<file path="src/sv/ftl_pkg.sv">
// Types and constants of the fixed-timeout timer list.
`default_nettype none
package ftl_pkg;

	localparam int HANDLE_W    = 5;
	localparam int TIMEOUT_W   = 32;
	localparam int TIME_W      = 64;
	localparam int ARG_W       = 64;
	localparam int MAX_RESULTS = 32;
	localparam int CNT_W       = $clog2(MAX_RESULTS + 1);

	typedef enum logic [1:0] {
		OP_ADD    = 2'd0,
		OP_REMOVE = 2'd1,
		OP_TICK   = 2'd2,
		OP_CLEAR  = 2'd3
	} op_t;

	typedef enum logic [2:0] {
		KIND_ADDED   = 3'd0,
		KIND_REMOVED = 3'd1,
		KIND_EXPIRED = 3'd2,
		KIND_CLEARED = 3'd3,
		KIND_NOTHING = 3'd4,
		KIND_ERROR   = 3'd5
	} kind_t;

	typedef enum logic [2:0] {
		ST_IDLE,
		ST_ADD,
		ST_RM_CHK,
		ST_RM_UL,
		ST_WALK,
		ST_CHK,
		ST_DONE
	} back_state_t;

	typedef struct packed {
		logic [1:0]          opcode;
		logic [HANDLE_W-1:0] handle;
		logic [ARG_W-1:0]    user_arg;
		logic [TIME_W-1:0]   now;
	} req_t;

	typedef struct packed {
		logic [2:0]          kind;
		logic [HANDLE_W-1:0] handle_res;
		logic [ARG_W-1:0]    user_arg_res;
		logic                last;
	} rsp_t;

	// Classified request handed from the front end to the back end.
	typedef struct packed {
		op_t                 op;
		logic [HANDLE_W-1:0] handle;
		logic                handle_ok;
		logic [ARG_W-1:0]    user_arg;
		logic [TIME_W-1:0]   now;
		logic [TIME_W-1:0]   deadline;
	} cmd_t;

endpackage
`default_nettype wire

</file>
<file path="src/sv/ftl_fifo.sv">
// Short queue of classified requests between the front and back ends.
`default_nettype none
module ftl_fifo #(
	parameter int DEPTH = 2
) (
	input  logic          clk,
	input  logic          arst_n,
	input  logic          in_valid,
	output logic          in_ready,
	input  ftl_pkg::cmd_t in_data,
	output logic          out_valid,
	input  logic          out_ready,
	output ftl_pkg::cmd_t out_data
);
	import ftl_pkg::*;

	localparam int PW = $clog2(DEPTH);

	cmd_t          mem_q [DEPTH];
	logic [PW-1:0] wr_ptr_q;
	logic [PW-1:0] rd_ptr_q;
	logic [PW:0]   cnt_q;
	logic          push;
	logic          pop;

	assign in_ready  = (cnt_q != (PW+1)'(DEPTH));
	assign out_valid = (cnt_q != '0);
	assign out_data  = mem_q[rd_ptr_q];
	assign push      = in_valid && in_ready;
	assign pop       = out_valid && out_ready;

	always_ff @(posedge clk) begin
		if (push) begin
			mem_q[wr_ptr_q] <= in_data;
		end
	end

	always_ff @(posedge clk or negedge arst_n) begin
		if (!arst_n) begin
			wr_ptr_q <= '0;
			rd_ptr_q <= '0;
			cnt_q    <= '0;
		end else begin
			if (push) begin
				wr_ptr_q <= (wr_ptr_q == PW'(DEPTH - 1)) ? '0 : wr_ptr_q + PW'(1);
			end
			if (pop) begin
				rd_ptr_q <= (rd_ptr_q == PW'(DEPTH - 1)) ? '0 : rd_ptr_q + PW'(1);
			end
			cnt_q <= cnt_q + (PW+1)'(push) - (PW+1)'(pop);
		end
	end
endmodule
`default_nettype wire

</file>
<file path="config.mk">
export PLATFORM = sky130hd
export DESIGN_NAME = ftl_fifo
export DESIGN_NICKNAME = d
export VERILOG_FILES = /design/src/sv/ftl_pkg.sv /design/src/sv/ftl_fifo.sv
export SDC_FILE = /design/constraint.sdc
export NUM_CORES = 1
export LEC_CHECK = 0
export ABC_AREA = 1
export BUFFER_PORTS_ARGS = -buffer_cell sky130_fd_sc_hd__clkbuf_2
export CAP_MARGIN = 40
export CORE_ASPECT_RATIO = 1.2
export CORE_MARGIN = 4
export CORE_UTILIZATION = 52
export DETAILED_ROUTE_END_ITERATION = 8
export GPL_TIMING_DRIVEN = 0
export HOLD_SLACK_MARGIN = 0.05
export PLACE_DENSITY = 0.79
export SLEW_MARGIN = 30
export SYNTH_ARGS = -nofsm -noshare
export SYNTH_HDL_FRONTEND = slang
export SYNTH_SLANG_ARGS = --single-unit
</file>
<file path="constraint.sdc">
create_clock -name clk -period 12.2 [get_ports clk]
set_input_delay 0.61 -clock clk [delete_from_list [all_inputs] [get_ports clk]]
set_output_delay 0.61 -clock clk [all_outputs]
set_load 0.1 [all_outputs]
</file>
# == Yosys cells after proc, flatten, opt, wreduce, memory -nomap -nowiden ==
# Memory sizes are Yosys's and may differ from the RTL's.
# Index checks and enable logic that the tools add are counted.
# classes
add_sub_neg,4
n_eq_ne,1
n_mux,4
n_reduce_logical,3
# ops
cell,n
two-way mux 1 bit,4
adder 1 bit (second input constant),2
adder 2 x 1 -> 2 bit,1
logical AND 1 bit,2
!= test 2 bit (second input constant),1
nonzero test 2 bit,1
subtractor 2 x 1 -> 2 bit,1
# totals
ff_bits,4
ramBits,400
out_inout_bits,202
wordCells,16
memories,1
# memory_table
memory,depth,word_bits,read_ports,rd_ports_with_merged_regs,wr,line_no,source
mem_q,2,200,1,0,1,ftl_fifo.sv:19,cmd_t mem_q [DEPTH];

# == Depth between registers and ports, before layout ==
# logic_depth
ltp_word,4
ltp_mapped,12
ltp_nobuf,12

# == Worst setup path after synthesis ==
# OpenSTA, ideal clock, no wires.
# synth_timing
kind,reg-to-reg
start,register cnt_q[1]
end,memory mem_q[1][0] (netlist name) (enable)
arrival_time_ns,9.728
t_required_ns,11.434
path_slack_ns,1.706
stages_incl_launch_ff,4
path_buffers,0
path_cell_list,dfrtp_1 -> nand2_1 -> nand2_1 -> nor2_1
# synth_via
elab_chain_len,4
# synth_rtl
element,line_no,source
start: declaration,ftl_fifo.sv:22,logic [PW:0] cnt_q;
start signal: assignment,ftl_fifo.sv:50,cnt_q <= cnt_q + (PW+1)'(push) - (PW+1)'(pop);
!= test 2 bit,ftl_fifo.sv:26,assign in_ready = (cnt_q != (PW+1)'(DEPTH));
net in_ready,ftl_fifo.sv:9,"output logic in_ready,"
logical AND 1 bit,ftl_fifo.sv:29,assign push = in_valid && in_ready;
two-way mux 1 bit,ftl_fifo.sv:33,if (push) begin
two-way mux 1 bit (implied by the code),ftl_fifo.sv:34,mem_q[wr_ptr_q] <= in_data;
end: declaration,ftl_fifo.sv:19,
# The timed path passes the listed nets, and every way through them passes these cells.

==> flow_metrics.tcl <==
set metrics [dict create \
    nets 1747 \
    dr_total_vias 9544 \
    initial_core_util_pct 52.7 \
    fin_skew_ns 0.0106 \
    globalplace.congestion 0.768 \
    grt_use_total_pct 22.7 \
    status "finished clean" \
    setup_tns_ns 0 \
    avgSynthCellArea_um2 13.7 \
    dieArea_um2 31100 \
    syn_inst 1076 \
    yosys_most_used_dff "edfxtp_1" \
    synthTopCellsByCount "nand2_1 (609), edfxtp_1 (400), buf_2 (42), inv_1 (8), nor2_1 (5)" \
    diodes 0 \
    arrival_ns 2.28 \
    hold_buffers 1 \
    setup.worst_path.class "flip-flop to output port" \
    maxSlewHeadroom_pct 59.4 \
    slew_violations 0 \
    cp_data_required_time_ns 11.59 \
    pre_cts_ws_ns 9.49 \
    die_w_um 162 \
    synth.most_common_cell "nand2_1" \
    tritoncts "built" \
    max_freq_mhz 346 \
    min_period_ns 2.89 \
    drt_iter0_markers 576 \
    cp-start-kind "flip-flop" \
    grt_pass1_wl_um 53800 \
    vias_per_cell 4.90 \
    wirelength_um 36200 \
    grt_antenna_before_repair 2 \
    rows 67 \
    setup_viol_count_final 0 \
    synth_seq_cells 404 \
    overflow 0 \
    clock_latency_ns 0.52 \
    place_hpwl_um 26400 \
    dr.pass1.iters 5 \
    root_buffer "clkbuf_16" \
    layout_setup_ws_ns 9.31 \
    seq_area_frac_synth_pct 82.3 \
    layout-drive-gt1-share_pct 33.4 \
    core_um2 27900 \
    die_h_um 192 \
    grt_pass1_vias 9849 \
    post_cts_buffers 0 \
    ctsHtreeMaxLevel 2 \
    holdWs_ns 0.274 \
    fin_util_pct 68.1 \
    io_pins 406 \
    yosys_warnings 0 \
    clock_path_buffers 3 \
    wire_per_inst_um 18.6 \
    synth_top_area_share_pct 81.7 \
    cts.sinks 404 \
    crit_path_end_kind "output port" \
    worstMarginPinSlew_ns 0.611 \
    cts_inserted_buffers 38 \
    cap_violations 0 \
    syn_nets 1281 \
    grt_setup_unrepaired "false" \
    syn2layout_area_growth_pct 29.2 \
    portBuffers 405 \
    postCtsResizedCells 0 \
    async_flop_share_pct 0.990 \
    yosysTopAreaCell "edfxtp_1" \
    ys_types 13 \
    path_max_fanout 10 \
    synthTopCellsByArea "edfxtp_1 (82%), nand2_1 (16%), buf_2 (1.4%)" \
    grt_start_max_net_pins 25 \
    ant_nets 0 \
    final_hold_viol_count 0 \
    path_clk_slew_ns 0.06 \
    hold_class "input pin to flip-flop" \
    period_share_pct 23.7 \
    syn_area_um2 14700 \
    drc 0 \
    synth_edf_count 400 \
]
[metal layers]
layer | up-vias | track usage [%] | share of wire, %
li1 | 4576 | - | -
met4 | 4 | 6.50 | 2.6
met1 | 4481 | 23.5 | 33
met2 | 428 | 42.0 | 52
met5 | - | 0 | 0.061
met3 | 55 | 9.79 | 12
[cell usage in the layout (no fill, tap or decap)]
master / Yosys / final
edfxtp_1: 400 / 400
clkinv_1: 0 / 3
nand2_1: 609 / 609
nor2_1: 5 / 3
buf_12: 0 / 1
nor2_4: 0 / 2
a21oi_1: 1 / 1
clkbuf_2: 0 / 405
o21ai_0: 1 / 1
buf_4: 1 / 1
ha_1: 1 / 1
dfrtp_1: 4 / 4
clkinv_2: 0 / 4
clkbuf_16: 0 / 41
bufinv_16: 0 / 3
xor2_1: 1 / 1
inv_1: 8 / 8
nand3_1: 2 / 2
clkinv_4: 0 / 2
clkbuf_1: 1 / 11
buf_2: 42 / 42
buf_16: 0 / 19
dlygate4sd3_1: 0 / 1
clkinvlp_4: 0 / 3
[state kept, by name (all words and copies together), names as in the netlist]
name	cells
cnt_q	2
rd_ptr_q	1
wr_ptr_q	1
mem_q	400
[path summary, 6_finish.rpt]
kind                                            from                      end  slack, ns  cells past startpoint
worst min register to register    cnt_q[0]$_DFF_PN0_       cnt_q[0]$_DFF_PN0_       0.57                      1
max in group asynchronous                     arst_n       cnt_q[1]$_DFF_PN0_      11.61                      2
worst max register to register    cnt_q[1]$_DFF_PN0_   mem_q[0][90]$_DFFE_PP_       9.65                      8
min in group asynchronous                     arst_n     wr_ptr_q$_DFFE_PN0P_       0.46                      2
worst max-delay path            rd_ptr_q$_DFFE_PN0P_             out_data[23]       9.31                      6
worst min-delay path                    in_data[121]  mem_q[0][121]$_DFFE_PP_       0.27                      1
[layout make-up]
cell class	instances	area, µm²
Buffer	44	221
Tap cell	379	474
Inverter	8	30.0
Timing Repair Buffer	426	2580
Clock buffer	51	1060
Clock inverter	15	161
Multi-Input combinational cell	620	2360
Fill cell	1873	8910
Sequential cell	404	12100
[critical path: stages, from the launching register on]
cell and delay, ns:
dfrtp_1 0.39, inv_1 0.09, buf_2 0.27, buf_2 0.31
nand2_1 0.08, nand2_1 0.14, clkbuf_2 0.48
[logic make-up (layout without fill, tap and decap cells)]
logic type               Yosys count  in the layout  share of synthesized area, %
AND/OR/NAND/NOR                  616            616                          15.7
flip-flops                       404            404                          82.3
buffers and inverters             52            544                          1.71
AO/OA/AOI/OAI                      2              2                        0.0680
adder cells (fa/ha/maj)            1              1                        0.0850
XOR/XNOR                           1              1                        0.0596
[per-stage QoR]
stage | instance area, µm² | instances
final | 19000 | 1947
after global routing | 19000 | 1947
after CTS | 19000 | 1947
after detailed placement | 17800 | 1880
after global placement | 17200 | 1860
after floorplan | 14700 | 1076
Power is not shown: default switching activity piles up to over one toggle a cycle in this logic, so the estimate is an artifact.
