===== src/sv/ftl_pkg.sv =====
// Types and constants of the fixed-timeout timer list.
`default_nettype none
package ftl_pkg;

	localparam int HANDLE_W    = 5;
	localparam int TIMEOUT_W   = 32;
	localparam int TIME_W      = 64;
	localparam int ARG_W       = 64;
	localparam int MAX_RESULTS = 32;
	localparam int CNT_W       = $clog2(MAX_RESULTS + 1);

	typedef enum logic [1:0] {
		OP_ADD    = 2'd0,
		OP_REMOVE = 2'd1,
		OP_TICK   = 2'd2,
		OP_CLEAR  = 2'd3
	} op_t;

	typedef enum logic [2:0] {
		KIND_ADDED   = 3'd0,
		KIND_REMOVED = 3'd1,
		KIND_EXPIRED = 3'd2,
		KIND_CLEARED = 3'd3,
		KIND_NOTHING = 3'd4,
		KIND_ERROR   = 3'd5
	} kind_t;

	typedef enum logic [2:0] {
		ST_IDLE,
		ST_ADD,
		ST_RM_CHK,
		ST_RM_UL,
		ST_WALK,
		ST_CHK,
		ST_DONE
	} back_state_t;

	typedef struct packed {
		logic [1:0]          opcode;
		logic [HANDLE_W-1:0] handle;
		logic [ARG_W-1:0]    user_arg;
		logic [TIME_W-1:0]   now;
	} req_t;

	typedef struct packed {
		logic [2:0]          kind;
		logic [HANDLE_W-1:0] handle_res;
		logic [ARG_W-1:0]    user_arg_res;
		logic                last;
	} rsp_t;

	// Classified request handed from the front end to the back end.
	typedef struct packed {
		op_t                 op;
		logic [HANDLE_W-1:0] handle;
		logic                handle_ok;
		logic [ARG_W-1:0]    user_arg;
		logic [TIME_W-1:0]   now;
		logic [TIME_W-1:0]   deadline;
	} cmd_t;

endpackage
`default_nettype wire


===== src/sv/ftl_front.sv =====
// Front end: takes requests, checks the handle range and forms the deadline.
`default_nettype none
module ftl_front #(
	parameter int SLOTS = 32
) (
	input  logic                             clk,
	input  logic                             arst_n,
	input  logic                             req_valid,
	output logic                             req_ready,
	input  ftl_pkg::req_t                    req,
	input  logic [ftl_pkg::TIMEOUT_W-1:0]    timeout,
	output logic                             cmd_valid,
	input  logic                             cmd_ready,
	output ftl_pkg::cmd_t                    cmd
);
	import ftl_pkg::*;

	logic valid_s1;
	cmd_t cmd_s1;
	logic take;

	assign req_ready = !valid_s1 || cmd_ready;
	assign take      = req_valid && req_ready;

	always_ff @(posedge clk or negedge arst_n) begin
		if (!arst_n) begin
			valid_s1 <= 1'b0;
		end else if (req_ready) begin
			valid_s1 <= req_valid;
		end
	end

	always_ff @(posedge clk) begin
		if (take) begin
			cmd_s1.op        <= op_t'(req.opcode);
			cmd_s1.handle    <= req.handle;
			cmd_s1.handle_ok <= (32'(req.handle) < 32'(SLOTS));
			cmd_s1.user_arg  <= req.user_arg;
			cmd_s1.now       <= req.now;
			cmd_s1.deadline  <= req.now + {{(TIME_W-TIMEOUT_W){1'b0}}, timeout};
		end
	end

	assign cmd_valid = valid_s1;
	assign cmd       = cmd_s1;
endmodule
`default_nettype wire


===== config.mk =====
export PLATFORM = sky130hd
export DESIGN_NAME = ftl_front
export DESIGN_NICKNAME = d
export VERILOG_FILES = /design/src/sv/ftl_pkg.sv /design/src/sv/ftl_front.sv
export SDC_FILE = /design/constraint.sdc
export NUM_CORES = 1
export LEC_CHECK = 0
export BUFFER_PORTS_ARGS = -buffer_cell sky130_fd_sc_hd__buf_2
export CAP_MARGIN = 20
export CORE_AREA = 2 2 144 146
export CTS_CLUSTER_DIAMETER = 50
export DETAILED_ROUTE_END_ITERATION = 16
export DIE_AREA = 0 0 146 148
export GPL_ROUTABILITY_DRIVEN = 0
export PLACE_DENSITY = 0.82
export SYNTH_ARGS = -nofsm -noshare
export SYNTH_HDL_FRONTEND = slang
export SYNTH_SLANG_ARGS = --single-unit

===== constraint.sdc =====
create_clock -name clk -period 8.3 [get_ports clk]
set_input_delay 1.66 -clock clk [delete_from_list [all_inputs] [get_ports clk]]
set_output_delay 1.66 -clock clk [all_outputs]
set_load 0.03 [all_outputs]

Yosys cells after proc, flatten, opt, wreduce, memory -nomap -nowiden:

Index checks and enable logic that the tools add are counted.

* input port bits: 171
* output and inout bits: 202
* word-level logic and storage cells: 10
* bits in registers: 200

* reduce and logical (&&, ||, !) cells: 3
* add/subtract/negate cells: 1

Operator list (count)
* $add 64x32->64: 1
* $logic_and 1x1->1: 1
* $logic_not 1->1: 1
* $logic_or 1x1->1: 1

Longest topological paths before layout:

* depth after elaboration: 3
* mapped depth: 12
* mapped depth without buffers: 11

Worst setup path after synthesis:

No wires, ideal clock.

* path type: in2reg
* from: input cmd_ready
* to: register cmd_s1 (netlist bit cmd[0]), enable pin
* stages: 2
* setup slack: 1.146 ns
* buffers on the path: 0
* arrival time: 6.571 ns
* data required time: 7.717 ns
* setup time: 0.583 ns
* path through: nand2b_1 -> and2_1

* longest elaborated chain between the ends: 2

Ends and longest elaborated chain
* start: declaration: line ftl_front.sv:13 `input logic cmd_ready,`
* $logic_or 1x1->1: line ftl_front.sv:22 `assign req_ready = !valid_s1 || cmd_ready;`
* $logic_and 1x1->1: line ftl_front.sv:23 `assign take = req_valid && req_ready;`
* via take: line ftl_front.sv:20 `logic take;`
* end: declaration: line ftl_front.sv:19 `cmd_t cmd_s1;`

The timed path passes the listed nets, and every way through them passes these cells.
A chain may end at the register's enable or synchronous reset.

Worst setup path after layout:

* from: input req[0] (netlist bit)
* to: register cmd_s1 (netlist bit cmd[58]), data pin

* longest elaborated chain between the ends: 1

Ends and longest elaborated chain
* start: declaration: line ftl_front.sv:10 `input ftl_pkg::req_t req,`
* $add 64x32->64: line ftl_front.sv:40 `cmd_s1.deadline <= req.now + {{(TIME_W-TIMEOUT_W){1'b0}}, timeout};`

Every way passes these cells.

==> flow_summary.ini <==
[worst_setup_path]
crit_start = req[0]
regToRegSetupSlack_ps = 5660
worstSetupEndpointType = register
crit_arrival_ps = 4340
crit_type = primary input to register
r2r-start = cmd_valid$_DFFE_PN0N_
r2r_cells = 3
crit_path_max_fanout = 11
endpoint = cmd[58]$_DFFE_PP_
required_ps = 8460
cp-start-kind = primary input
r2r_end = cmd[36]$_DFFE_PP_

[floorplan]
initial_utilization_pct = 42.0
die_w_um = 146
die_area_um2 = 21600
dieHeight_um = 148
pin_count = 373
rows = 52
core_area_um2 = 20000

[sta]
slew_viol_final = 0
tightest_slew_ps = 966
min_period_over_period_pct = 50.3
timing.hold.ws_ps = 571
slew_headroom_pct = 35.6
finalSetupViolations = 0
rsz0062_at_grt = no
setup_tns_ps = 0
finClkSkew_ps = 22.0
fmax_mhz = 240
fin_crit_ps = 4170
finalHoldViolations = 0

[logic_synthesis]
yosys.area_share.xor_xnor_pct = 6.04
yosys.area_share.adder_pct = 5.00
synth_seq_area_share_pct = 71.3
yosys.area_share.simple_pct = 9.31
synth.avg_cell_area_um2 = 15.2
syn_nets = 756
ys_seq_elements = 200
ys.flop_type = edfxtp_1
synthMuxAreaShare_pct = 0
syn_area_um2 = 8410
ys_types = 54
async_reset_ff_share_pct = 0.500
synth_cells = 552
synth_top_family_by_area = simple AND/OR/NAND/NOR gates
synth_edf_count = 199
synth-compound-area-share_pct = 7.41
synth_warnings = 0

[power_and_ir_drop]
p_leak_uw = 0.00466
power_density_nw_per_um2 = 222
ir_drop_mv = 0.148
total_power_uw = 2480

[routing]
firstDrtPassIters = 5
totalWireLength_mm = 23.1
wl_per_cell_um = 18.9
dr.first_iter.drc_count = 547
vias_per_cell = 5.07
drc_errors = 0
antenna_left = 0
vias = 6187

[placement]
hpwl_mm = 18.0
placed_cell_area_um2 = 10600
io_buffers = 371

[clocking]
cts_inserted_buffers = 17
cts_hold_buf = 0
clkTransAtPathRegs_ps = 90
cts_resized = 0
cts_tree = yes
clockBufferDepth = 2
root_buffer = clkbuf_16
clock_latency_ps = 440
cts_sinks = 200
htree_levels = 4
cts_setup_buffers = 0

[global_routing]
grtUsageTotal_pct = 20.8
grt_overflow = 0
grt_first_pass_wirelength_mm = 33.9
grt_pass1_vias = 5918
grt_start_max_net_pins = 78
antenna_found_initial = 3

[finish]
mostFrequentLayoutCells = buf_2, edfxtp_1, nor2_1, nand2_1, xnor2_1
drive_above_1_share_pct = 44.0
fin_area_um2 = 11200
syn2layout_area_growth_pct = 32.8
nNetsFinal = 1138
fin_util_pct = 55.7
fill_cells = 1628
layout_commonest_cell = buf_2

[flow_run]
maxCapViolCount = 0

[worst_hold_path]
hold_path.class = register to register

[status]
status = completed
## critical path, stage by stage
cell and delay, ps:
buf_2 110, ha_1 230, fa_1 440, a211oi_1 320, nor2_2 100, nor3_2 230, o21ai_4 130, a31oi_2 320
o31ai_4 110, nand2_1 380, nor4bb_1 130, xor2_1 170
## layer usage
metal	vias up	global-route usage, %	part of all wire, %
met2	278	35.5	51
met4	0	7.77	2.2
li1	2886	-	-
met5	-	0	0
met1	2988	25.9	40
met3	35	4.85	6.9
## sequential cells by signal, indices dropped and copies added, names as in the netlist
name	cells
cmd	199
cmd_valid	1
## report_power, final
group | leakage, uW | total [uW] | internal [uW] | switching [uW]
clock network | 0.000286 | 829 | 411 | 418
registers | 0.00191 | 1210 | 1200 | 15.7
logic | 0.00247 | 439 | 137 | 302
total | 0.00466 | 2480 | 1740 | 736
## Yosys cell counts (all sizes together) (2+ instances only)
| library cell | instances | area (um2) |
|---|---|---|
| a31oi | 4 | 31.3 |
| nand2 | 37 | 144 |
| ha | 32 | 400 |
| nand3 | 20 | 100 |
| a41oi | 2 | 17.5 |
| inv | 4 | 15.0 |
| and2 | 5 | 31.3 |
| and4 | 5 | 43.8 |
| o21ai | 20 | 111 |
| o211ai | 3 | 22.5 |
| buf | 9 | 53.8 |
| nor2b | 4 | 25.0 |
| nor4 | 4 | 37.5 |
| nand4 | 13 | 81.3 |
| o31ai | 2 | 28.8 |
| nand2b | 3 | 18.8 |
| or2 | 3 | 18.8 |
| o2111ai | 2 | 17.5 |
| xor2 | 25 | 219 |
| a211oi | 3 | 22.5 |
| o21a | 4 | 30.0 |
| edfxtp | 199 | 5980 |
| nor3 | 12 | 70.1 |
| o21bai | 4 | 30.0 |
| and3 | 7 | 43.8 |
| a21oi | 26 | 130 |
| nor2 | 36 | 138 |
| a21o | 17 | 128 |
| xnor2 | 33 | 289 |
## final cells by class
type | instances | area (um2) | area share, %
diodes | 3 | 7.51 | 0.0672
multi-input cells | 338 | 2340 | 21.0
inverters | 4 | 15.0 | 0.134
clock buffers | 18 | 429 | 3.84
clock inverters | 14 | 166 | 1.49
flip-flops and latches | 200 | 6000 | 53.7
well taps | 270 | 338 | 3.02
repair buffers | 373 | 1870 | 16.8
## logic make-up (layout without fill, tap and decap cells)
| family | count (synthesis) | in the layout |
|---|---|---|
| xor+xnor | 58 | 58 |
| other cells | 1 | 4 |
| compound gates | 93 | 93 |
| flops | 200 | 200 |
| fa+ha+maj | 33 | 33 |
| simple gates | 153 | 153 |
| buf+inv | 14 | 409 |
## stage by stage
step,instances,worst slack [ps]
final,1220,4130
after floorplan,552,1150
after global placement,1185,3800
after global routing,1220,4020
after detailed placement,1185,3740
after CTS,1217,4190
## worst min path at each step
stage                                from                    end  slack, ps  cells after the start
floorplan           cmd_valid$_DFFE_PN0N_  cmd_valid$_DFFE_PN0N_        930                      2
global placement    cmd_valid$_DFFE_PN0N_  cmd_valid$_DFFE_PN0N_        520                      2
detailed placement  cmd_valid$_DFFE_PN0N_  cmd_valid$_DFFE_PN0N_        540                      2
CTS                 cmd_valid$_DFFE_PN0N_  cmd_valid$_DFFE_PN0N_        550                      2
global route        cmd_valid$_DFFE_PN0N_  cmd_valid$_DFFE_PN0N_        610                      2
finish              cmd_valid$_DFFE_PN0N_  cmd_valid$_DFFE_PN0N_        570                      2
Power figures use the tool's default switching activity.
