<file path="config.mk">
export PLATFORM = sky130hd
export DESIGN_NAME = ftl_back
export DESIGN_NICKNAME = d
export VERILOG_FILES = /design/src/sv/ftl_pkg.sv /design/src/sv/ftl_ram.sv /design/src/sv/ftl_back.sv
export SDC_FILE = /design/constraint.sdc
export NUM_CORES = 2
export LEC_CHECK = 0
export ABC_AREA = 0
export BUFFER_PORTS_ARGS = -buffer_cell sky130_fd_sc_hd__buf_2
export CAP_MARGIN = 20
export CORE_MARGIN = 1
export CORE_UTILIZATION = 45
export DETAILED_ROUTE_END_ITERATION = 8
export PLACE_DENSITY = 0.63
export SLEW_MARGIN = 10
export SYNTH_ARGS = -nofsm -noshare
export SYNTH_HDL_FRONTEND = slang
export SYNTH_MEMORY_MAX_BITS = 65536
export SYNTH_SLANG_ARGS = --single-unit
export TNS_END_PERCENT = 100
</file>
<file path="constraint.sdc">
create_clock -name clk -period 21.3 [get_ports clk]
set_input_delay 2.13 -clock clk [delete_from_list [all_inputs] [get_ports clk]]
set_output_delay 2.13 -clock clk [all_outputs]
set_load 0.03 [all_outputs]
</file>
<file path="src/sv/ftl_pkg.sv">
// Types and constants of the fixed-timeout timer list.
`default_nettype none
package ftl_pkg;

	localparam int HANDLE_W    = 5;
	localparam int TIMEOUT_W   = 32;
	localparam int TIME_W      = 64;
	localparam int ARG_W       = 64;
	localparam int MAX_RESULTS = 32;
	localparam int CNT_W       = $clog2(MAX_RESULTS + 1);

	typedef enum logic [1:0] {
		OP_ADD    = 2'd0,
		OP_REMOVE = 2'd1,
		OP_TICK   = 2'd2,
		OP_CLEAR  = 2'd3
	} op_t;

	typedef enum logic [2:0] {
		KIND_ADDED   = 3'd0,
		KIND_REMOVED = 3'd1,
		KIND_EXPIRED = 3'd2,
		KIND_CLEARED = 3'd3,
		KIND_NOTHING = 3'd4,
		KIND_ERROR   = 3'd5
	} kind_t;

	typedef enum logic [2:0] {
		ST_IDLE,
		ST_ADD,
		ST_RM_CHK,
		ST_RM_UL,
		ST_WALK,
		ST_CHK,
		ST_DONE
	} back_state_t;

	typedef struct packed {
		logic [1:0]          opcode;
		logic [HANDLE_W-1:0] handle;
		logic [ARG_W-1:0]    user_arg;
		logic [TIME_W-1:0]   now;
	} req_t;

	typedef struct packed {
		logic [2:0]          kind;
		logic [HANDLE_W-1:0] handle_res;
		logic [ARG_W-1:0]    user_arg_res;
		logic                last;
	} rsp_t;

	// Classified request handed from the front end to the back end.
	typedef struct packed {
		op_t                 op;
		logic [HANDLE_W-1:0] handle;
		logic                handle_ok;
		logic [ARG_W-1:0]    user_arg;
		logic [TIME_W-1:0]   now;
		logic [TIME_W-1:0]   deadline;
	} cmd_t;

endpackage
`default_nettype wire

</file>
<file path="src/sv/ftl_ram.sv">
// Generic single-write, single-read RAM with registered read data.
`default_nettype none
module ftl_ram #(
	parameter int W = 64,
	parameter int D = 32
) (
	input  logic                 clk,
	input  logic                 we,
	input  logic [$clog2(D)-1:0] waddr,
	input  logic [W-1:0]         wdata,
	input  logic                 re,
	input  logic [$clog2(D)-1:0] raddr,
	output logic [W-1:0]         rdata
);
	logic [W-1:0] mem_q [D];
	logic [W-1:0] rdata_q;

	always_ff @(posedge clk) begin
		if (we) begin
			mem_q[waddr] <= wdata;
		end
		if (re) begin
			rdata_q <= mem_q[raddr];
		end
	end

	assign rdata = rdata_q;
endmodule
`default_nettype wire

</file>
<file path="src/sv/ftl_back.sv">
// Back end: slot table, linked list sequencer and result register.
`default_nettype none
module ftl_back #(
	parameter int SLOTS = 32
) (
	input  logic          clk,
	input  logic          arst_n,
	input  logic          cmd_valid,
	output logic          cmd_ready,
	input  ftl_pkg::cmd_t cmd,
	output logic          rsp_valid,
	input  logic          rsp_ready,
	output ftl_pkg::rsp_t rsp
);
	import ftl_pkg::*;

	localparam int IW = $clog2(SLOTS);

	back_state_t        state_q, state_d;
	cmd_t               cmd_q;
	logic [SLOTS-1:0]   valid_q;
	logic [IW-1:0]      head_q, tail_q;
	logic               empty_q;
	logic [IW-1:0]      free_idx_q, free_idx_d;
	logic               free_any_q, free_any_d;
	logic [CNT_W-1:0]   cnt_q;
	rsp_t               pend_q, pend_d;
	logic               pend_v_q;
	rsp_t               rsp_q, push_d;
	logic               rsp_v_q;

	logic [ARG_W-1:0]   arg_rd;
	logic [TIME_W-1:0]  dl_rd;
	logic [IW-1:0]      nx_rd, pv_rd;

	logic               mem_we, mem_re;
	logic               nx_we, nx_re, pv_we, pv_re;
	logic [IW-1:0]      nx_waddr, nx_wdata, pv_waddr, pv_wdata, nx_raddr;
	logic               set_pend, push_mid, push_last;
	logic               add_go, rm_go, hd_go;

	logic [HANDLE_W+IW-1:0] hx, headx, freex;
	logic [IW-1:0]      cmd_idx;
	logic [HANDLE_W-1:0] head_h, free_h;
	logic               slot_live, out_free, stop, due, can_emit;

	assign hx      = {{IW{1'b0}}, cmd_q.handle};
	assign cmd_idx = hx[IW-1:0];
	assign headx   = {{HANDLE_W{1'b0}}, head_q};
	assign head_h  = headx[HANDLE_W-1:0];
	assign freex   = {{HANDLE_W{1'b0}}, free_idx_q};
	assign free_h  = freex[HANDLE_W-1:0];

	assign slot_live = cmd_q.handle_ok && valid_q[cmd_idx];
	assign out_free  = !rsp_v_q || rsp_ready;
	assign stop      = empty_q || (cnt_q == CNT_W'(MAX_RESULTS));
	assign due       = !((cmd_q.op == OP_TICK) && (cmd_q.now < dl_rd));
	assign can_emit  = !pend_v_q || out_free;

	// Lowest free slot, registered in the cycle after the valid bits change.
	always_comb begin
		free_idx_d = '0;
		free_any_d = 1'b0;
		for (int i = SLOTS - 1; i >= 0; i--) begin
			if (!valid_q[i]) begin
				free_idx_d = IW'(i);
				free_any_d = 1'b1;
			end
		end
	end

	ftl_ram #(.W(ARG_W), .D(SLOTS)) u_arg_ram (
		.clk(clk), .we(mem_we), .waddr(free_idx_q), .wdata(cmd_q.user_arg),
		.re(mem_re), .raddr(head_q), .rdata(arg_rd)
	);

	ftl_ram #(.W(TIME_W), .D(SLOTS)) u_dl_ram (
		.clk(clk), .we(mem_we), .waddr(free_idx_q), .wdata(cmd_q.deadline),
		.re(mem_re), .raddr(head_q), .rdata(dl_rd)
	);

	ftl_ram #(.W(IW), .D(SLOTS)) u_next_ram (
		.clk(clk), .we(nx_we), .waddr(nx_waddr), .wdata(nx_wdata),
		.re(nx_re), .raddr(nx_raddr), .rdata(nx_rd)
	);

	ftl_ram #(.W(IW), .D(SLOTS)) u_prev_ram (
		.clk(clk), .we(pv_we), .waddr(pv_waddr), .wdata(pv_wdata),
		.re(pv_re), .raddr(cmd_idx), .rdata(pv_rd)
	);

	always_comb begin
		state_d = state_q;
		case (state_q)
			ST_IDLE: begin
				if (cmd_valid) begin
					case (cmd.op)
						OP_ADD:    state_d = ST_ADD;
						OP_REMOVE: state_d = ST_RM_CHK;
						default:   state_d = ST_WALK;
					endcase
				end
			end
			ST_ADD:    state_d = ST_DONE;
			ST_RM_CHK: state_d = slot_live ? ST_RM_UL : ST_DONE;
			ST_RM_UL:  state_d = ST_DONE;
			ST_WALK:   state_d = stop ? ST_DONE : ST_CHK;
			ST_CHK: begin
				if (!due) begin
					state_d = ST_DONE;
				end else if (can_emit) begin
					state_d = ST_WALK;
				end
			end
			ST_DONE: begin
				if (out_free) begin
					state_d = ST_IDLE;
				end
			end
			default:   state_d = ST_IDLE;
		endcase
	end

	always_comb begin
		cmd_ready = 1'b0;
		mem_we    = 1'b0;
		mem_re    = 1'b0;
		nx_we     = 1'b0;
		nx_re     = 1'b0;
		pv_we     = 1'b0;
		pv_re     = 1'b0;
		nx_waddr  = tail_q;
		nx_wdata  = free_idx_q;
		pv_waddr  = free_idx_q;
		pv_wdata  = tail_q;
		nx_raddr  = head_q;
		set_pend  = 1'b0;
		pend_d    = '0;
		push_mid  = 1'b0;
		push_last = 1'b0;
		add_go    = 1'b0;
		rm_go     = 1'b0;
		hd_go     = 1'b0;
		push_d    = pend_q;
		case (state_q)
			ST_IDLE: begin
				cmd_ready = 1'b1;
			end
			ST_ADD: begin
				set_pend = 1'b1;
				if (free_any_q) begin
					add_go            = 1'b1;
					mem_we            = 1'b1;
					nx_we             = !empty_q;
					pv_we             = !empty_q;
					pend_d.kind       = KIND_ADDED;
					pend_d.handle_res = free_h;
				end else begin
					pend_d.kind = KIND_ERROR;
				end
			end
			ST_RM_CHK: begin
				if (slot_live) begin
					nx_re    = 1'b1;
					pv_re    = 1'b1;
					nx_raddr = cmd_idx;
				end else begin
					set_pend          = 1'b1;
					pend_d.kind       = KIND_ERROR;
					pend_d.handle_res = cmd_q.handle;
				end
			end
			ST_RM_UL: begin
				rm_go             = 1'b1;
				set_pend          = 1'b1;
				pend_d.kind       = KIND_REMOVED;
				pend_d.handle_res = cmd_q.handle;
				// A slot in the middle: splice its neighbors together.
				if (cmd_idx != head_q && cmd_idx != tail_q) begin
					nx_we    = 1'b1;
					nx_waddr = pv_rd;
					nx_wdata = nx_rd;
					pv_we    = 1'b1;
					pv_waddr = nx_rd;
					pv_wdata = pv_rd;
				end
			end
			ST_WALK: begin
				if (!stop) begin
					mem_re = 1'b1;
					nx_re  = 1'b1;
				end
			end
			ST_CHK: begin
				if (due && can_emit) begin
					hd_go               = 1'b1;
					push_mid            = pend_v_q;
					set_pend            = 1'b1;
					pend_d.kind         = (cmd_q.op == OP_TICK) ? KIND_EXPIRED : KIND_CLEARED;
					pend_d.handle_res   = head_h;
					pend_d.user_arg_res = arg_rd;
				end
			end
			ST_DONE: begin
				if (out_free) begin
					push_last = 1'b1;
					if (!pend_v_q) begin
						push_d      = '0;
						push_d.kind = KIND_NOTHING;
					end
					push_d.last = 1'b1;
				end
			end
			default: begin
				cmd_ready = 1'b0;
			end
		endcase
	end

	always_ff @(posedge clk or negedge arst_n) begin
		if (!arst_n) begin
			state_q    <= ST_IDLE;
			valid_q    <= '0;
			head_q     <= '0;
			tail_q     <= '0;
			empty_q    <= 1'b1;
			free_idx_q <= '0;
			free_any_q <= 1'b1;
			cnt_q      <= '0;
			pend_v_q   <= 1'b0;
			rsp_v_q    <= 1'b0;
		end else begin
			state_q    <= state_d;
			free_idx_q <= free_idx_d;
			free_any_q <= free_any_d;
			if (cmd_ready && cmd_valid) begin
				cnt_q <= '0;
			end
			if (add_go) begin
				valid_q[free_idx_q] <= 1'b1;
				tail_q              <= free_idx_q;
				empty_q             <= 1'b0;
				if (empty_q) begin
					head_q <= free_idx_q;
				end
			end
			if (rm_go) begin
				valid_q[cmd_idx] <= 1'b0;
				if (cmd_idx == head_q && cmd_idx == tail_q) begin
					empty_q <= 1'b1;
				end else if (cmd_idx == head_q) begin
					head_q <= nx_rd;
				end else if (cmd_idx == tail_q) begin
					tail_q <= pv_rd;
				end
			end
			if (hd_go) begin
				valid_q[head_q] <= 1'b0;
				cnt_q           <= cnt_q + CNT_W'(1);
				if (head_q == tail_q) begin
					empty_q <= 1'b1;
				end else begin
					head_q <= nx_rd;
				end
			end
			if (set_pend) begin
				pend_v_q <= 1'b1;
			end else if (push_last) begin
				pend_v_q <= 1'b0;
			end
			if (push_mid || push_last) begin
				rsp_v_q <= 1'b1;
			end else if (rsp_ready) begin
				rsp_v_q <= 1'b0;
			end
		end
	end

	always_ff @(posedge clk) begin
		if (cmd_ready && cmd_valid) begin
			cmd_q <= cmd;
		end
		if (set_pend) begin
			pend_q <= pend_d;
		end
		if (push_mid || push_last) begin
			rsp_q <= push_d;
		end
	end

	assign rsp_valid = rsp_v_q;
	assign rsp       = rsp_q;
endmodule
`default_nettype wire

</file>
[Word-level counts from Yosys, hierarchy flattened]
Memory sizes are Yosys's and may differ from the RTL's. A register that Yosys moved wholly into a read port is not among the register bits.
Index checks and enable logic that the tools add are counted.
Storage, ports and cells
  output and inout bits: 75
  word-level logic and storage cells: 227
  flip-flop bits (word level): 405
  bits in writable memories: 4416
  memories: 4
  input bits: 204
Cells by class
  $add $sub $neg: 1
  reduce and logical (&&, ||, !) cells: 25
  eq/ne operators: 17
  bitwise operators: 5
  magnitude comparators: 7
  multiplexer cells: 145
Memories
  u_arg_ram.mem_q: depth 32, bits a word 64, rd ports 1, clocked after memory_dff 1, wr ports 1, RTL line ftl_ram.sv:15  | logic [W-1:0] mem_q [D];
  u_dl_ram.mem_q: depth 32, bits a word 64, rd ports 1, clocked after memory_dff 1, wr ports 1, RTL line ftl_ram.sv:15
  u_next_ram.mem_q: depth 32, bits a word 5, rd ports 1, clocked after memory_dff 1, wr ports 1, RTL line ftl_ram.sv:15
  u_prev_ram.mem_q: depth 32, bits a word 5, rd ports 1, clocked after memory_dff 1, wr ports 1, RTL line ftl_ram.sv:15
Operators with widths (count)
  5-bit 2-to-1 mux: 51
  73-bit 2-to-1 mux: 3
  32-bit 2-to-1 mux: 3
  71-bit 2-to-1 mux: 1
  1-bit 2-to-1 mux: 67
  32-bit bitwise AND: 2
  64-bit < comparator: 1
  32-bit NOT: 2
  32-bit OR: 1
  8-bit one-hot mux with 4 select lines: 1
  5-bit by 6-bit < comparator with 1-bit output (second input constant): 3
  3-bit 2-to-1 mux: 6
  3-bit one-hot mux with 6 select lines: 1
  1-bit demux with 5-bit select: 3
  5-bit == test: 3
  5-bit by 1-bit >= comparator with 1-bit output (second input constant): 3
  6-bit 2-to-1 mux: 2
  5-bit != test: 2
  3-bit == test (second input constant): 3
  1-bit logical AND: 9
  8-bit 2-to-1 mux: 1
  6-bit by 1-bit adder with 6-bit output (second input constant): 1
  3-bit by 2-bit == test with 1-bit output (second input constant): 2
  6-bit == test (second input constant): 1
  other kinds (18): 28

[Logic depth before layout (Yosys ltp)]
  depth in word-level cells: 32
  mapped depth: 15
  gate-level depth less buffers: 12

[By module]
A second synthesis with hierarchy kept.
Unflattened totals
  cell total of the unflattened synthesis: 7948
  area, all modules: 189047.6 µm²
Modules (own cells, without submodules)
  ftl_ram at u_arg_ram: area an instance 79605.1 µm², instances 1, cells each 3096, sequential area each 63420.8 µm²
  ftl_ram at u_dl_ram: area an instance 79605.1 µm², instances 1, cells each 3097, sequential area each 63420.8 µm²
  ftl_back: area an instance 17047.6 µm², instances 1, cells each 1201, sequential area each 11863.9 µm²
  ftl_ram at u_next_ram ...: area an instance 6394.9 µm², instances 2, cells each 277, sequential area each 4954.8 µm²

[Worst setup path after synthesis]
OpenSTA, ideal clock, no wires.
  path type: register to register
  from: reg state_q[1]
  to: reg valid_q[16]
  buffers on the path: 1
  path slack: 10.157 ns
  data required time: 21.188 ns
  stages on the path, launching flop included: 9
  period minus slack after synthesis: 11.143 ns
  arrival time: 11.031 ns
  setup time: 0.112 ns
  cell sequence: dfrtp_1 > nand2b_1 > nor2_1 > nand2_1 > clkbuf_1 > or3_1 > nor3_1 > o22ai_1 > a21oi_1
On the way
  word-level cells in the longest chain between the ends: 7
  elaborated cells on any way between the ends: 11
  classes of those cells: eq/ne: 3; mux: 6; bitwise: 2
RTL lines
  from (decl): RTL line ftl_back.sv:19  | back_state_t state_q, state_d;
  from (signal assigned): RTL line ftl_back.sv:233  | state_q <= state_d;
  3-bit by 1-bit == test with 1-bit output: RTL line ftl_back.sv:145  | case (state_q)
  1-bit 2-to-1 mux: RTL line ftl_back.sv:145
  32-bit 2-to-1 mux: RTL line ftl_back.sv:239  | if (add_go) begin
  32-bit bitwise AND (no source line)
  32-bit 2-to-1 mux: RTL line ftl_back.sv:247  | if (rm_go) begin
  32-bit bitwise AND (no source line)
  32-bit 2-to-1 mux *: RTL line ftl_back.sv:257  | if (hd_go) begin
  to (signal, indexed assignment): RTL line ftl_back.sv:240  | valid_q[free_idx_q] <= 1'b1;
  to (signal, indexed assignment): RTL line ftl_back.sv:248  | valid_q[cmd_idx] <= 1'b0;
  to (signal, indexed assignment): RTL line ftl_back.sv:258  | valid_q[head_q] <= 1'b0;
  to (decl): RTL line ftl_back.sv:21  | logic [SLOTS-1:0] valid_q;
Mark *: on every way between the ends. The rest lies on a longest branch, timed or not.
A chain may end at the register's enable or synchronous reset.

[Worst setup path after layout]
  from: reg state_q[1]
  to: mem u_dl_ram.mem_q[8][7], enable pin
On the way
  word-level cells in the longest chain between the ends: 4
RTL lines
  3-bit by 1-bit == test with 1-bit output: RTL line ftl_back.sv:145
  1-bit 2-to-1 mux: RTL line ftl_back.sv:145
  1-bit 2-to-1 mux: RTL line ftl_ram.sv:19  | if (we) begin
  1-bit 2-to-1 mux (implied by the code): RTL line ftl_ram.sv:20  | mem_q[waddr] <= wdata;
  to (decl): RTL line ftl_ram.sv:15
No other way between the ends.

==> impl_metrics.tcl <==
set metrics [dict create \
    run_status "completed" \
    seq_area_frac_synth 0.7994 \
    avgSynthCellArea_sq_um 22.68 \
    cts_max_path_buffers 4 \
    synth_top_family_by_area "multiplexers" \
    postCtsHoldBufs 0 \
    tns_ns 0 \
    crit_top_cell "buf_4" \
    crit_arrival_ns 6.45 \
    fp-row-count 235 \
    post-route-period-util 0.2745 \
    clkTransAtPathRegs_ns 0.06 \
    hp-start "u_arg_ram.rdata[55]" \
    wl_per_cell_microns 34.49 \
    ys_ff_latch 4959 \
    max_freq_ghz 0.1711 \
    synthArstFlopShare 0.01210 \
    die-area_sq_um 415700 \
    final_nets 9010 \
    worstMarginPinSlew_ns 1.215 \
    cts_sinks 4959 \
    post_cts_buffers 0 \
    grt_usage 0.2382 \
    cts_root_buf "clkbuf_16" \
    synth_compound_area_frac 0.03130 \
    power_density_nw_per_um2 125.4 \
    grt_pass1_wl_mm 701.4 \
    peakVddDrop_uv 115.5 \
    gp_congestion 0.8164 \
    syn2layout_area_growth_pct 13.16 \
    hold_violations 0 \
    cts_resized 0 \
    synth.cell_area_sq_um 185900 \
    slew_headroom 0.1901 \
    end_kind "flop" \
    overflow 0 \
    hold-path-endpoint "pend_q[56]" \
    synth_edf_count 4899 \
    slew_viol_final 0 \
    synth_mux_area_frac 0.1333 \
    grt_max_degree 154 \
    syn-instance-count 8196 \
    cp_max_fo 37 \
    io_pins 279 \
    synthFlopType "edfxtp_1" \
    fp.dieW_microns 644.7 \
    stdcell_count 14601 \
    rsz0062_at_grt "false" \
    initial_utilization 0.4529 \
    startpoint_type "flop" \
    ys_types 67 \
    cp.required_ns 21.90 \
    leakage_nw 65.50 \
    firstDrtPassIters 6 \
    r2r_end "u_dl_ram.mem_q[8][7]" \
    final.setup.worst_slack_ns 15.45 \
    fp.dieH_microns 644.7 \
    synth_common_cells "edfxtp_1, mux4_2, a22oi_1, clkbuf_1, nand4_1" \
    viasPerCell 6.301 \
    synthAdderAreaFrac 0.004375 \
    n_fill_cell 31823 \
    setup_viol 0 \
    cp-startpoint "state_q[1]" \
    drcViolationCount 0 \
    drtAntennaViolNets 0 \
    slowest_stage "buf_4" \
    clock_latency_ns 1.04 \
    min_period_ns 5.846 \
    reg2regPathDepth 9 \
    core_sq_um 410500 \
    synth_fp_nets 8465 \
    clock_skew_ns 0.07332 \
    htree_levels 5 \
    yosysTopAreaCellShare 0.7913 \
    min_path_type "flop to flop" \
    cts_tree "built" \
    grt_pass1_vias 91300 \
    yosys.area_share.simple 0.02014 \
    path_delay_family "buffers and inverters" \
    crit_type "flop to flop" \
    placedCellCount 13696 \
    drive_gt1_frac 0.2513 \
    routed_wl_mm 503.6 \
    antenna_found_initial 30 \
    drv_cap 0 \
    synth_warnings 0 \
    crit_path_max_incr_delay_ns 0.83 \
    cp_num_buf_inv 4 \
    portBuffers 278 \
    yosys.cell_count.top_type "edfxtp_1" \
    worstPathCellList "nand2b_1 -> nor2_1 -> nand2_1 -> or3_1 -> nor3_2 -> buf_4 -> buf_4 -> buf_4 -> buf_4" \
    synth_xor_xnor_area_share 0.0007067 \
    hold_depth 1 \
    r2r-start "state_q[1]" \
    ys_top_cells_by_area "edfxtp_1, mux4_2, a22oi_1, dfrtp_1, clkbuf_1" \
    drt_iter0_markers 12964 \
    cts_buffers 478 \
    hpwl_mm 246.6 \
    holdWs_ns 0.5206 \
    vias 91995 \
    rrSetupSlack_ns 15.45 \
    post-place-ws_ns 15.54 \
    yosysTopAreaCell "edfxtp_1" \
]
cell usage in the layout (no fill, tap or decap), types with 68 or more instances in the layout:
| cell type | synthesis | final |
|---|---|---|
| inv_1 | 89 | 89 |
| a22oi_1 | 522 | 522 |
| nor2_1 | 133 | 103 |
| and2_1 | 69 | 68 |
| buf_2 | 11 | 278 |
| buf_4 | 3 | 165 |
| clkinv_2 | 0 | 90 |
| mux4_2 | 1067 | 1067 |
| clkbuf_16 | 0 | 486 |
| clkbuf_1 | 260 | 104 |
| nand2_1 | 96 | 95 |
| a21oi_1 | 96 | 95 |
| nor2b_1 | 101 | 101 |
| nand4_1 | 148 | 148 |
| edfxtp_1 | 4899 | 4899 |
| clkinv_1 | 0 | 109 |
per-layer routing:
metal	track usage	vias up	part of all wire
met5	0	-	0.00016
li1	-	36056	-
met3	0.04139	723	0.096
met1	0.3396	50077	0.40
met2	0.3858	5127	0.48
met4	0.05712	12	0.023
per-stage QoR:
step	utilization	total power [mW]	instance area, sq um
final	0.5125	26.39	210400
after global routing	0.5125	27.25	210400
after global placement	0.4740	18.13	194600
after CTS	0.5116	26.50	210000
after floorplan	-	16.23	185900
after detailed placement	0.4742	18.24	194700
kinds of logic after synthesis:
kind of cell	Yosys count
AO/OA/AOI/OAI	810
XOR/XNOR	15
adder cells (fa/ha/maj)	65
buffers and inverters	513
flip-flops	4959
multiplexers	1141
AND/OR/NAND/NOR	693
worst register-to-register path, stage by stage (launching register included):
cell      delay [ns]
dfrtp_1         0.54
nand2b_1        0.24
nor2_1          0.30
nand2_1         0.30
or3_1           0.54
nor3_2          0.22
buf_4           0.70
buf_4           0.94
buf_4           0.80
buf_4           0.83
how the worst max path moves through the flow:
stage | to | slack [ns] | cells after the start
CTS | u_dl_ram.mem_q[8][7] | 15.48 | 9
detailed placement | u_dl_ram.mem_q[8][6] | 15.54 | 9
floorplan | valid_q[16] | 10.16 | 8
finish | u_dl_ram.mem_q[8][7] | 15.45 | 9
global placement | u_dl_ram.mem_q[8][10] | 15.58 | 9
global route | u_dl_ram.rdata[11] | 15.29 | 7
layout make-up:
class / instances / area [sq um] / share of cell area
tap: 5451 / 6820 / 0.03242
timing repair buffer: 488 / 3573 / 0.01699
sequential: 4959 / 148600 / 0.7065
clock buffer: 596 / 12620 / 0.06001
inverter: 90 / 337.8 / 0.001606
clock inverter: 286 / 2724 / 0.01295
antenna: 7 / 17.52 / 0.00008327
multi-input combinational: 2724 / 35650 / 0.1695
report_power, final:
group	total (mW)	internal, mW	switching [mW]
clock network	8.34	4.70	3.64
logic	5.69	2.34	3.35
registers	12.4	11.8	0.585
state kept, by name, indices dropped and copies added, names as in the netlist, 3 cells and up:
register and count:
rsp 73, free_h 5, pend_q 72, u_dl_ram.rdata 64, u_arg_ram.mem_q 2048, cnt_q 6
tail_q 5, cmd_q 195, u_arg_ram.rdata 64, cmd_idx 5, u_prev_ram.mem_q 160, u_prev_ram.rdata 5
u_next_ram.rdata 5, u_dl_ram.mem_q 2048, valid_q 32, state_q 3, u_next_ram.mem_q 160, head_h 5
Note: power is estimated with default switching activity, not from simulation.
